### src/rtl/core/motion_axis_pid_shaper_defines.svh
// ----------------------------------------------------------------------------
// Assertion macros for the motion axis PID shaper
// Shared helpers that keep the concurrent checks short and uniform.
// ----------------------------------------------------------------------------
`ifndef MOTION_AXIS_PID_SHAPER_DEFINES_SVH
`define MOTION_AXIS_PID_SHAPER_DEFINES_SVH

// Check that is switched off while reset is held.
`define MAPSH_CHECK(lbl, prop, msg) \
  lbl: assert property (@(posedge clk) disable iff (rst) prop) else $error(msg);

// Check that holds at every edge, reset included.
`define MAPSH_CHECK_ALWAYS(lbl, prop, msg) \
  lbl: assert property (@(posedge clk) prop) else $error(msg);

`endif

### src/rtl/core/mapsh_pkg.sv
// ----------------------------------------------------------------------------
// Motion axis PID shaper package
// Widths and status types shared by the sequencer and the serial multiplier.
// ----------------------------------------------------------------------------
package mapsh_pkg;

  // Coefficient operand, sample operand and full product widths.
  localparam int MUL_A_W = 24;
  localparam int MUL_B_W = 32;
  localparam int MUL_P_W = MUL_A_W + MUL_B_W;
  localparam int MUL_CNT_W = $clog2(MUL_B_W);

  // Status of the serial multiplier as seen by the sequencer.
  typedef struct packed {
    logic busy;
    logic done;
  } mul_stat_t;

endpackage

### src/rtl/core/mapsh_serial_mul.sv
// ----------------------------------------------------------------------------
// Bit-serial signed multiplier
// Takes one bit of the B operand per cycle and adds the A operand into a
// narrow upper half, shifting the product right.
// ----------------------------------------------------------------------------
module mapsh_serial_mul import mapsh_pkg::*; (
  input  logic                      clk,
  input  logic                      rst,
  input  logic                      start,
  input  logic signed [MUL_A_W-1:0] a,
  input  logic signed [MUL_B_W-1:0] b,
  output logic signed [MUL_P_W-1:0] prod,
  output mul_stat_t                 stat
);

  logic signed [MUL_A_W-1:0] a_reg;
  logic signed [MUL_A_W:0]   hi;
  logic        [MUL_B_W-1:0] lo;
  logic        [MUL_CNT_W-1:0] cnt;
  logic                      busy;
  logic                      done;
  logic signed [MUL_A_W:0]   addend;
  logic signed [MUL_A_W:0]   sum;
  logic                      last_bit;

  // The top bit of B carries negative weight, so it subtracts A.
  always_comb begin
    last_bit = (cnt == MUL_CNT_W'(MUL_B_W - 1));
    if (!lo[0]) begin
      addend = '0;
    end else if (last_bit) begin
      addend = -(($bits(addend))'(a_reg));
    end else begin
      addend = ($bits(addend))'(a_reg);
    end
    sum = hi + addend;
  end

  // Shift-add sequence.
  always_ff @(posedge clk) begin
    if (rst) begin
      busy <= 1'b0;
      done <= 1'b0;
      cnt  <= '0;
    end else begin
      done <= 1'b0;
      if (start) begin
        busy  <= 1'b1;
        cnt   <= '0;
        a_reg <= a;
        hi    <= '0;
        lo    <= b;
      end else if (busy) begin
        hi  <= {sum[MUL_A_W], sum[MUL_A_W:1]};
        lo  <= {sum[0], lo[MUL_B_W-1:1]};
        cnt <= cnt + 1'b1;
        if (last_bit) begin
          busy <= 1'b0;
          done <= 1'b1;
        end
      end
    end
  end

  assign prod = MUL_P_W'({hi, lo});
  assign stat = '{busy: busy, done: done};

endmodule

### src/rtl/core/motion_axis_pid_shaper.sv
// ----------------------------------------------------------------------------
// Motion axis PID shaper
// Gates items on elapsed time, updates a tracked value through PID or bypass
// with optional recovery, then shapes it with a quadratic, all on one serial multiplier.
// ----------------------------------------------------------------------------
//  Channel  Handshake               Payload
//  in       in_valid / in_stall     elapsed_us, sample
//  out      out_valid / out_stall   shaped_value, tracked_value
//  cfg      cfg_write               cfg_index, cfg_data
//
// An item that does not pass the time gate only adds to the time accumulator and gives no result.
// An updating item runs 4 to 7 products on the one serial multiplier, each
// through S_START, S_MUL and S_POST; then the result waits in S_OUT for the output register.
// Reset is synchronous and restores configuration, axis state and out_valid to defaults.
// A stalled output holds its item; the next item may enter meanwhile.
// ----------------------------------------------------------------------------
module motion_axis_pid_shaper import mapsh_pkg::*; #(
  parameter int WRAP_LIMIT     = 12868,
  parameter int WRAP_RANGE     = 25736,
  parameter int RECOVER_TARGET = 0,
  parameter int UPDATE_GATE_US = 1000
) (
  input  logic               clk,
  input  logic               rst,
  input  logic               in_valid,
  output logic               in_stall,
  input  logic        [15:0] elapsed_us,
  input  logic signed [15:0] sample,
  output logic               out_valid,
  input  logic               out_stall,
  output logic signed [15:0] shaped_value,
  output logic signed [15:0] tracked_value,
  input  logic               cfg_write,
  input  logic         [2:0] cfg_index,
  input  logic        [23:0] cfg_data
);

`include "motion_axis_pid_shaper_defines.svh"

  typedef enum logic [2:0] {S_IDLE, S_START, S_MUL, S_POST, S_OUT} state_t;
  typedef enum logic [2:0] {OP_P, OP_D, OP_I, OP_BYP, OP_REC, OP_SQ, OP_A, OP_B} op_t;
  typedef enum logic [2:0] {
    R_MODE, R_GAIN_P, R_GAIN_I, R_GAIN_D, R_RECOVER, R_SHAPE_A, R_SHAPE_B, R_SHAPE_C
  } reg_idx_t;

  localparam logic signed [17:0] WL18   = 18'(WRAP_LIMIT);
  localparam logic signed [18:0] WR19   = 19'(WRAP_RANGE);
  localparam logic signed [16:0] TGT17  = 17'(RECOVER_TARGET);
  localparam logic        [19:0] GATE20 = 20'(UPDATE_GATE_US);
  localparam logic signed [63:0] PI_Q12 = 64'sd12868;

  // Configuration registers.
  logic              [1:0] mode_flags;
  logic signed      [23:0] gain_p, gain_i, gain_d, recover_gain;
  logic signed      [23:0] shape_a, shape_b, shape_c;

  always_ff @(posedge clk) begin
    if (rst) begin
      mode_flags   <= 2'd3;
      gain_p       <= 24'sd65536;
      gain_i       <= '0;
      gain_d       <= '0;
      recover_gain <= 24'sd655;
      shape_a      <= '0;
      shape_b      <= 24'sd65536;
      shape_c      <= '0;
    end else if (cfg_write) begin
      unique case (reg_idx_t'(cfg_index))
        R_MODE:    mode_flags   <= cfg_data[1:0];
        R_GAIN_P:  gain_p       <= cfg_data;
        R_GAIN_I:  gain_i       <= cfg_data;
        R_GAIN_D:  gain_d       <= cfg_data;
        R_RECOVER: recover_gain <= cfg_data;
        R_SHAPE_A: shape_a      <= cfg_data;
        R_SHAPE_B: shape_b      <= cfg_data;
        R_SHAPE_C: shape_c      <= cfg_data;
        default:   ;
      endcase
    end
  end

  // Axis state and working registers.
  state_t                  state;
  op_t                     op;
  logic             [19:0] time_acc;
  logic signed      [15:0] previous_sample;
  logic signed      [15:0] tracked;
  logic signed      [17:0] last_error;
  logic signed      [31:0] error_sum;
  logic signed      [17:0] diff_r;
  logic signed      [18:0] de_r;
  logic signed      [15:0] smp_r;
  logic signed      [31:0] xx_r;
  logic signed      [63:0] acc_r;
  logic signed      [15:0] shaped_r;

  logic                      mul_start;
  logic signed [MUL_A_W-1:0] mul_a;
  logic signed [MUL_B_W-1:0] mul_b;
  logic signed [MUL_P_W-1:0] mul_prod;
  mul_stat_t                 mul_stat;

  mapsh_serial_mul u_mul (
    .clk   (clk),
    .rst   (rst),
    .start (mul_start),
    .a     (mul_a),
    .b     (mul_b),
    .prod  (mul_prod),
    .stat  (mul_stat)
  );

  function automatic logic signed [15:0] sat16(input logic signed [63:0] v);
    if (v > 64'sd32767) begin
      return 16'sh7FFF;
    end else if (v < -64'sd32768) begin
      return 16'sh8000;
    end
    return 16'(v);
  endfunction

  // Time gate and wrapped step change, worked out as the item enters.
  logic             [20:0] acc_sum;
  logic             [19:0] acc_sat;
  logic                    gate_pass;
  logic signed      [16:0] d17;
  logic signed      [17:0] ad18;
  logic signed      [18:0] nd19;
  logic signed      [18:0] diff19;
  logic                    opposite;
  logic                    in_take;

  always_comb begin
    in_take   = in_valid && !in_stall;
    acc_sum   = {1'b0, time_acc} + 21'(elapsed_us);
    acc_sat   = acc_sum[20] ? 20'hFFFFF : acc_sum[19:0];
    gate_pass = acc_sat > GATE20;
    d17       = 17'(sample) - 17'(previous_sample);
    ad18      = d17[16] ? -18'(d17) : 18'(d17);
    opposite  = (sample[15] && previous_sample > 16'sd0) ||
                (sample > 16'sd0 && previous_sample[15]);
    nd19      = WR19 - 19'(ad18);
    if (ad18 > WL18 && opposite) begin
      diff19 = (sample > 16'sd0) ? -nd19 : nd19;
    end else begin
      diff19 = 19'(d17);
    end
  end

  // Operand selection for the product of the current step.
  always_comb begin
    mul_start = (state == S_START);
    unique case (op)
      OP_P:   begin mul_a = gain_p;       mul_b = 32'(diff_r); end
      OP_D:   begin mul_a = gain_d;       mul_b = 32'(de_r); end
      OP_I:   begin mul_a = gain_i;       mul_b = error_sum; end
      OP_BYP: begin mul_a = gain_p;       mul_b = 32'(17'(smp_r) - 17'(tracked)); end
      OP_REC: begin mul_a = recover_gain; mul_b = 32'(TGT17 - 17'(tracked)); end
      OP_SQ:  begin mul_a = 24'(tracked); mul_b = 32'(tracked); end
      OP_A:   begin mul_a = shape_a;      mul_b = xx_r; end
      OP_B:   begin mul_a = shape_b;      mul_b = 32'(tracked); end
      default: begin mul_a = '0;          mul_b = '0; end
    endcase
  end

  // Results of each finished product.
  logic signed [63:0] prod64;
  logic signed [63:0] step64;
  logic signed [63:0] pid_sum;
  logic signed [63:0] pid_t;
  logic signed [15:0] pid_tracked;
  logic signed [15:0] step_tracked;
  logic signed [32:0] es33;
  logic signed [31:0] es_next;
  logic signed [63:0] shape_sum;
  logic signed [15:0] shaped_next;
  op_t                after_track;

  always_comb begin
    prod64       = 64'(mul_prod);
    step64       = 64'(tracked) + ((prod64 + 64'sd32768) >>> 16);
    step_tracked = sat16(step64);
    pid_sum      = acc_r + prod64;
    pid_t        = 64'(tracked) + ((pid_sum + 64'sd32768) >>> 16);
    if (pid_t > PI_Q12) begin
      pid_tracked = 16'(PI_Q12);
    end else if (pid_t < -PI_Q12) begin
      pid_tracked = 16'(-PI_Q12);
    end else begin
      pid_tracked = 16'(pid_t);
    end
    es33 = 33'(error_sum) + 33'(diff_r);
    if (es33 > 33'sh07FFFFFFF) begin
      es_next = 32'sh7FFFFFFF;
    end else if (es33 < -33'sh080000000) begin
      es_next = 32'sh80000000;
    end else begin
      es_next = 32'(es33);
    end
    shape_sum   = acc_r + (prod64 <<< 12);
    shaped_next = sat16((shape_sum + 64'sd134217728) >>> 28);
    after_track = mode_flags[1] ? OP_REC : OP_SQ;
  end

  assign in_stall = (state != S_IDLE);

  // Sequencer, axis state and output register.
  always_ff @(posedge clk) begin
    if (rst) begin
      state           <= S_IDLE;
      op              <= OP_P;
      time_acc        <= '0;
      previous_sample <= '0;
      tracked         <= '0;
      last_error      <= '0;
      error_sum       <= '0;
      out_valid       <= 1'b0;
    end else begin
      if (out_valid && !out_stall && state != S_OUT) begin
        out_valid <= 1'b0;
      end
      unique case (state)
        S_IDLE: begin
          if (in_take) begin
            if (gate_pass) begin
              time_acc        <= '0;
              previous_sample <= sample;
              smp_r           <= sample;
              diff_r          <= 18'(diff19);
              de_r            <= 19'(diff19) - 19'(last_error);
              op              <= mode_flags[0] ? OP_P : OP_BYP;
              state           <= S_START;
            end else begin
              time_acc <= acc_sat;
            end
          end
        end
        S_START: state <= S_MUL;
        S_MUL: begin
          if (mul_stat.done) begin
            state <= S_POST;
          end
        end
        S_POST: begin
          unique case (op)
            OP_P: begin
              acc_r <= prod64;
              op    <= OP_D;
              state <= S_START;
            end
            OP_D: begin
              acc_r <= pid_sum;
              op    <= OP_I;
              state <= S_START;
            end
            OP_I: begin
              tracked    <= pid_tracked;
              last_error <= diff_r;
              error_sum  <= es_next;
              op         <= after_track;
              state      <= S_START;
            end
            OP_BYP: begin
              tracked <= step_tracked;
              op      <= after_track;
              state   <= S_START;
            end
            OP_REC: begin
              tracked <= step_tracked;
              op      <= OP_SQ;
              state   <= S_START;
            end
            OP_SQ: begin
              xx_r  <= 32'(mul_prod);
              op    <= OP_A;
              state <= S_START;
            end
            OP_A: begin
              acc_r <= prod64 + (64'(shape_c) <<< 24);
              op    <= OP_B;
              state <= S_START;
            end
            OP_B: begin
              shaped_r <= shaped_next;
              state    <= S_OUT;
            end
            default: state <= S_IDLE;
          endcase
        end
        S_OUT: begin
          if (!out_valid || !out_stall) begin
            out_valid     <= 1'b1;
            shaped_value  <= shaped_r;
            tracked_value <= tracked;
            state         <= S_IDLE;
          end
        end
        default: state <= S_IDLE;
      endcase
    end
  end

  // The multiplier only finishes while the sequencer waits for it.
  `MAPSH_CHECK(a_done_in_mul, mul_stat.done |-> state == S_MUL, "product finished out of step")
  // An item under the time gate leaves the sequencer idle.
  `MAPSH_CHECK(a_gate_idle, (in_take && !gate_pass) |=> state == S_IDLE, "gated item started work")
  // A result placed in a free output register is shown on the next cycle.
  `MAPSH_CHECK(a_out_load, (state == S_OUT && (!out_valid || !out_stall)) |=> out_valid,
               "result lost at output")
  // The multiplier is never restarted while it is busy.
  `MAPSH_CHECK_ALWAYS(a_no_restart, rst || !(mul_start && mul_stat.busy), "multiplier restarted")

endmodule

### config.mk
export PLATFORM = sky130hd
export DESIGN_NAME = motion_axis_pid_shaper
export DESIGN_NICKNAME = d
export VERILOG_FILES = /design/src/rtl/core/mapsh_pkg.sv /design/src/rtl/core/mapsh_serial_mul.sv /design/src/rtl/core/motion_axis_pid_shaper.sv
export VERILOG_INCLUDE_DIRS = /design/src /design/src/rtl/core
export SDC_FILE = /design/constraint.sdc
export NUM_CORES = 2
export LEC_CHECK = 0
export BUFFER_PORTS_ARGS = -buffer_cell sky130_fd_sc_hd__buf_2
export CAP_MARGIN = 25
export CORE_ASPECT_RATIO = 0.7
export CORE_MARGIN = 4
export CORE_UTILIZATION = 60
export DETAILED_ROUTE_END_ITERATION = 16
export GPL_TIMING_DRIVEN = 0
export HOLD_SLACK_MARGIN = 0.02
export PLACE_DENSITY = 0.84
export SLEW_MARGIN = 20
export SYNTH_ARGS = -nofsm -noshare
export SYNTH_HDL_FRONTEND = slang
export SYNTH_SLANG_ARGS = --single-unit
### constraint.sdc
create_clock -name clk -period 8.3 [get_ports clk]
set_input_delay 0.83 -clock clk [delete_from_list [all_inputs] [get_ports clk]]
set_output_delay 0.83 -clock clk [all_outputs]
set_load 0.03 [all_outputs]
# Yosys cells after proc, flatten, opt, wreduce, memory -nomap -nowiden

Cells that the tools add are included.

Output and inout port bits: 34
Bits in registers: 564
Word-level logic and storage cells: 183
Input port bits: 64

$lt $le $gt $ge: 12
Add/sub/neg operators: 20
Bitwise operators: 2
Reductions and logical operators: 47
Muxes and demuxes: 47
Eq/ne operators: 25

Operators with widths:

| cell                   | count |
|---|---|
| $pmux 32 s7            | 1 |
| $pmux 64 s3            | 1 |
| $pmux 24 s7            | 1 |
| $mux 16                | 8 |
| $mux 32                | 4 |
| $mux 25                | 3 |
| $add 64x17->64 const B | 1 |
| $add 64x29->64 const B | 1 |
| $add 64x56->64         | 1 |
| $add 64x64->64         | 1 |
| $add 56x17->57 const B | 1 |
| $add 56x48->57         | 1 |
| $add 16x48->49         | 1 |
| $gt 49x15->1 const B   | 1 |
| $lt 49x15->1 const B   | 1 |
| $add 16x41->42         | 1 |
| $gt 42x16->1 const B   | 1 |
| $lt 42x16->1 const B   | 1 |
| $mux 20                | 2 |
| $mux 19                | 2 |
| $gt 36x16->1 const B   | 1 |
| $lt 36x16->1 const B   | 1 |
| $sub 16x16->17         | 2 |
| $add 32x18->33         | 1 |
| other kinds (43)       | 114 |

# Longest topological paths before layout

Depth in word-level cells: 8
Mapped depth: 40
Mapped depth without buffers: 38

# By module

Synthesis repeated with hierarchy kept, for this count alone.

Cell total of the unflattened synthesis: 5,997
Area total of the unflattened synthesis: 48,798.1 µm²

Modules (own cells, without submodules):

| module                 | seq. area each (µm²) | times used | area an instance (µm²) | cells each |
|---|---|---|---|---|
| motion_axis_pid_shaper | 11,501.0             | 1          | 43,549.3               | 5,524 |
| mapsh_serial_mul       | 2,542.4              | 1          | 5,248.8                | 473 |

# Worst setup path after synthesis

OpenSTA, ideal clock, no wires.

Kind: input to register
Start point: input sample[0]
End point: register de_r[17], data pin
Arrival time: 7.377 ns
Path slack: 0.664 ns
Required time: 8.041 ns
Cell stages on the path: 38
Buffers on the path: 2
Library setup time: 0.259 ns
Cell sequence: inv_1 ha_1 inv_1 fa_1 a211oi_2 o21ai_1 a21boi_1 o21a_1 o21ai_2 nand2_1 nor2_1 a21oi_1 ha_1 clkbuf_1 nor3_1 mux2_2 a2111oi_0 a31oi_1 [2 not listed] or2_2 buf_2 a21o_1 ha_1 nor2b_1 o21ai_0 a21boi_0 o21ai_0 a21boi_0 o21ai_0 a21boi_0 o21a_1 nor2_1 o21bai_1 a31o_2 a41o_1 o211ai_1 xnor2_1

Longest elaborated chain between the ends: 8
Elaborated cells between the ends (all ways): 13
Classes of those cells: add/sub (5); order compare (2); mux (3); reduce/logical (3)

RTL lines:

| element                | RTL line                      | source |
|---|---|---|
| start: declaration     | motion_axis_pid_shaper.sv:28  | `input logic signed [15:0] sample,` |
| $sub 16x16->17         | motion_axis_pid_shaper.sv:138 | `d17 = 17'(sample) - 17'(previous_sample);` |
| $neg 17->18            | motion_axis_pid_shaper.sv:139 | `ad18 = d17[16] ? -18'(d17) : 18'(d17);` |
| $mux 18                | motion_axis_pid_shaper.sv:139 |  |
| $sub 16x18->19         | motion_axis_pid_shaper.sv:142 | `nd19 = WR19 - 19'(ad18);` |
| $neg 19->19            | motion_axis_pid_shaper.sv:144 | `diff19 = (sample > 16'sd0) ? -nd19 : nd19;` |
| $mux 19                | motion_axis_pid_shaper.sv:144 |  |
| $mux 19 *              | motion_axis_pid_shaper.sv:143 | `if (ad18 > WL18 && opposite) begin` |
| via diff19[1]          | motion_axis_pid_shaper.sv:129 | `logic signed [18:0] diff19;` |
| $sub 19x18->19 *       | motion_axis_pid_shaper.sv:230 | `de_r <= 19'(diff19) - 19'(last_error);` |
| end signal: assignment | motion_axis_pid_shaper.sv:230 |  |
| end: declaration       | motion_axis_pid_shaper.sv:91  | `logic signed [18:0] de_r;` |

Mark *: on every way through the listed nets, which the timed path passes. The rest lies on a longest branch.
A chain may end at the register's enable or synchronous reset.

# Worst setup path after layout

Start point: register u_mul.lo[1]
End point: register tracked[8]

Longest elaborated chain between the ends: 7
Elaborated cells between the ends (all ways): 16
Classes of those cells: add/sub (5); order compare (4); mux (7)

RTL lines:

| element                                          | RTL line                                                     | source |
|---|---|---|
| start: declaration                               | mapsh_serial_mul.sv:18                                       | `logic [MUL_B_W-1:0] lo;` |
| start signal: assignment                         | mapsh_serial_mul.sv:55                                       | `lo <= {sum[0], lo[MUL_B_W-1:1]};` |
| $add 64x56->64 or $add 56x17->57 (tied branches) | motion_axis_pid_shaper.sv:183, motion_axis_pid_shaper.sv:181 |  |
| $add 64x17->64 or $add 16x41->42 (tied branches) | motion_axis_pid_shaper.sv:184, motion_axis_pid_shaper.sv:181 |  |
| $add 16x48->49 or $lt 42x16->1 (tied branches)   | motion_axis_pid_shaper.sv:184, motion_axis_pid_shaper.sv:116 |  |
| $lt 49x15->1 or $mux 1 (tied branches)           | motion_axis_pid_shaper.sv:187, motion_axis_pid_shaper.sv:116 |  |
| $mux 16 or $mux 1 (tied branches)                | motion_axis_pid_shaper.sv:187, motion_axis_pid_shaper.sv:114 |  |
| $mux 16, on equally long branches                | motion_axis_pid_shaper.sv:185, motion_axis_pid_shaper.sv:119 |  |
| $pmux 16 s2 *                                    | motion_axis_pid_shaper.sv:245                                | `unique case (op)` |
| end signal: assignment                           | motion_axis_pid_shaper.sv:257                                | `tracked <= pid_tracked;` |
| end signal: assignment                           | motion_axis_pid_shaper.sv:264                                | `tracked <= step_tracked;` |
| end signal: assignment                           | motion_axis_pid_shaper.sv:269                                | `tracked <= step_tracked;` |
| end: declaration                                 | motion_axis_pid_shaper.sv:87                                 | `logic signed [15:0] tracked;` |

Mark *: on every way between the ends. The rest lies on a longest branch, timed or not.

==> results.py <==
metrics = {
    "outcome": {
        "status": "finished, final reports clean",
    },
    "power": {
        "powerDensity_mw_per_mm2": 199,
        "p_leak_nw": 20.6,
        "vdd_drop_max_uv": 166,
    },
    "timing": {
        "rsz0062_at_grt": "yes",
        "relSlewSlack": 0.187,
        "period_needed_ps": 8240,
        "setup_ws_ps": 60.9,
        "drv_slew": 0,
        "finalSetupViolations": 0,
        "clock_skew_ps": 33.4,
        "final-hold-violation-count": 0,
        "tightestPinTransition_ps": 1220,
        "post-route-period-util": 0.993,
        "max_freq_mhz": 121,
        "setup_tns_ps": 0,
    },
    "setup_path": {
        "worstSetupPathType": "reg -> reg",
        "slowest_delay_ps": 510,
        "critPathCaptureType": "flip-flop",
        "path_max_fanout": 6,
        "cp.required_ps": 8860,
        "startpoint_type": "flip-flop",
        "crit_slowest_cell": "edfxtp_1",
        "worstPathArrival_ps": 8800,
    },
    "die": {
        "fp-row-count": 85,
        "ios": 98,
        "die_y_um": 241,
        "dieArea_mm2": 0.0822,
        "fp.dieW_um": 341,
        "start_util": 0.605,
        "core_mm2": 0.0769,
    },
    "cts": {
        "cts.sinks": 563,
        "cts_buffers": 57,
        "clkLatencyLatePin_ps": 670,
        "cts_tree": "yes",
        "clkTransAtPathRegs_ps": 70,
        "clockRootBuffer": "clkbuf_16",
        "htreeDepth": 2,
        "clock_path_buffers": 3,
        "cts_hold_buf": 0,
    },
    "detailed_routing": {
        "routed_via_density": 6.90,
        "drt-pass1-iter-count": 12,
        "wl_per_cell_um": 25.1,
        "dr.first_iter.drc_count": 8192,
        "routed_wl_mm": 176,
        "drc_errors": 0,
        "num_vias": 48200,
        "ant_nets": 0,
    },
    "cells_and_area": {
        "syn_to_final_growth_pct": 12.5,
        "fin_nets": 6383,
        "layout-drive-gt1-share": 0.104,
        "multiInputGateArea_mm2": 0.0320,
        "layout_commonest_cell": "nand2_1",
        "n_fill_cell": 6141,
        "ff_latch_area_mm2": 0.0140,
        "largest_register_ff_count": 64,
        "regMostFlops": "acc_r",
        "layout_common_cells": "nand2_1, a21oi_1, ha_1",
    },
    "logic_synthesis": {
        "yosysSeqAreaShare": 0.302,
        "syn_nets": 6132,
        "yosysWarningCount": 0,
        "synth_edf_count": 277,
        "ys_seq_elements": 563,
        "syn_avg_cell_area_um2": 8.25,
        "synth_ff_type": "dfxtp_1",
        "syn_area_mm2": 0.0465,
        "synthArstFlopShare": 0,
        "netlist_instances": 5642,
        "ys_types": 123,
    },
    "global_route": {
        "grt_pass1_wl_mm": 257,
        "grt_pass1_vias": 42700,
        "antenna_found_initial": 6,
        "grt_overflow_total": 0,
        "grt_util_all_layers": 0.402,
        "grt_start_max_net_pins": 36,
    },
    "run": {
        "cap_viol_max_count": 0,
    },
    "placed_design": {
        "dp_slack_ps": -1530,
        "gp_routability_congestion": 1.09,
        "hpwl_mm": 133,
        "port_buffers": 93,
    },
    "worst_hold_path": {
        "hold_path.class": "reg -> reg",
    },
}
==> layer usage <==
metal	GRT usage	vias to the layer above	part of all wire
met1	0.586	22600	0.40
met2	0.530	3762	0.37
li1	-	21300	-
met5	0.0135	-	0.0012
met3	0.166	565	0.18
met4	0.135	12	0.042
==> cell families after synthesis <==
group,after synthesis,synth area share
AOI/OAI and AO/OA,1813,0.253
adders and majority gates,437,0.119
muxes,63,0.0161
DFF,563,0.302
and+or+nand+nor,1910,0.196
xor gates and xnor gates,414,0.0781
buffers and inverters,442,0.0361
==> synthesized netlist by cell type, types with 29 or more instances <==
master | instances | area [um^2]
nand4_1 | 73 | 457
a22oi_1 | 40 | 300
nand2b_1 | 52 | 325
nor2_1 | 385 | 1450
nand3_1 | 114 | 571
o211ai_1 | 51 | 383
ha_1 | 416 | 5200
o21bai_1 | 44 | 330
o21ai_0 | 330 | 1650
nand2_1 | 768 | 2880
a21oi_1 | 565 | 2830
nor4_1 | 35 | 219
a31oi_1 | 56 | 350
and2_1 | 86 | 538
o31ai_1 | 31 | 233
o21ai_1 | 32 | 160
inv_1 | 199 | 747
dfxtp_1 | 286 | 5730
xor2_1 | 144 | 1260
clkbuf_1 | 210 | 788
or2_2 | 29 | 181
a21o_1 | 174 | 1310
o22ai_1 | 40 | 250
xnor2_1 | 269 | 2360
or3_1 | 38 | 238
nor3_1 | 104 | 521
a211oi_1 | 78 | 586
and3_1 | 56 | 350
edfxtp_1 | 277 | 8320
o21a_1 | 51 | 383
mux2i_1 | 42 | 420
nor2b_1 | 46 | 288
a221oi_1 | 41 | 359
==> critical path: cells and delay by family, from the launching register on <==
kind            cells  cell delay, ps
fa+ha+maj           2             560
flops               1             510
simple gates        9            2200
buf+inv             6             970
compound gates     14            3430
xor+xnor            2             460
==> power by group <==
part           total, mW  switching [mW]  internal [mW]
clock network       2.68            1.21           1.47
registers           3.37           0.210           3.16
logic               4.37            2.78           1.59
total               10.4            4.20           6.23
==> worst paths after layout <==
kind	startpoint	to	depth (start not counted)	slack (ps)
setup / recovery	u_mul.lo[1]	tracked[8]	33	60
hold / removal	shaped_r[5]	shaped_value[5]	0	420
setup reg to reg	u_mul.lo[1]	tracked[8]	33	60
hold reg to reg	shaped_r[5]	shaped_value[5]	0	420
==> what timing repair did <==
item | CTS | global route
pin swaps | 14 | 69
resized for setup | 43 | 187
gates cloned | 0 | 1
buffers inserted | 27 | 56
setup endpoints to repair | 20 | 21
==> stage by stage <==
step / hold slack [ps] / total power, mW / instance area [um^2] / utilization / cells
after floorplan: 400 / 6.16 / 46500 / - / 5642
final: 420 / 10.4 / 52300 / 0.681 / 6992
after global placement: 400 / 7.18 / 48300 / 0.628 / 6779
after global routing: 421 / 10.8 / 52300 / 0.680 / 6984
after CTS: 420 / 9.99 / 50900 / 0.662 / 6937
after detailed placement: 407 / 7.29 / 48600 / 0.632 / 6809
==> area by class of cell <==
class                      instances  area share
tap                             1044      0.0250
timing repair buffer             209      0.0267
buffer                           223      0.0166
sequential                       563       0.268
clock buffer                      74      0.0315
antenna                            8    0.000383
multi-input combinational       4637       0.612
clock inverter                    32     0.00478
inverter                         202      0.0145
Note: power is estimated with default switching activity, not from simulation.
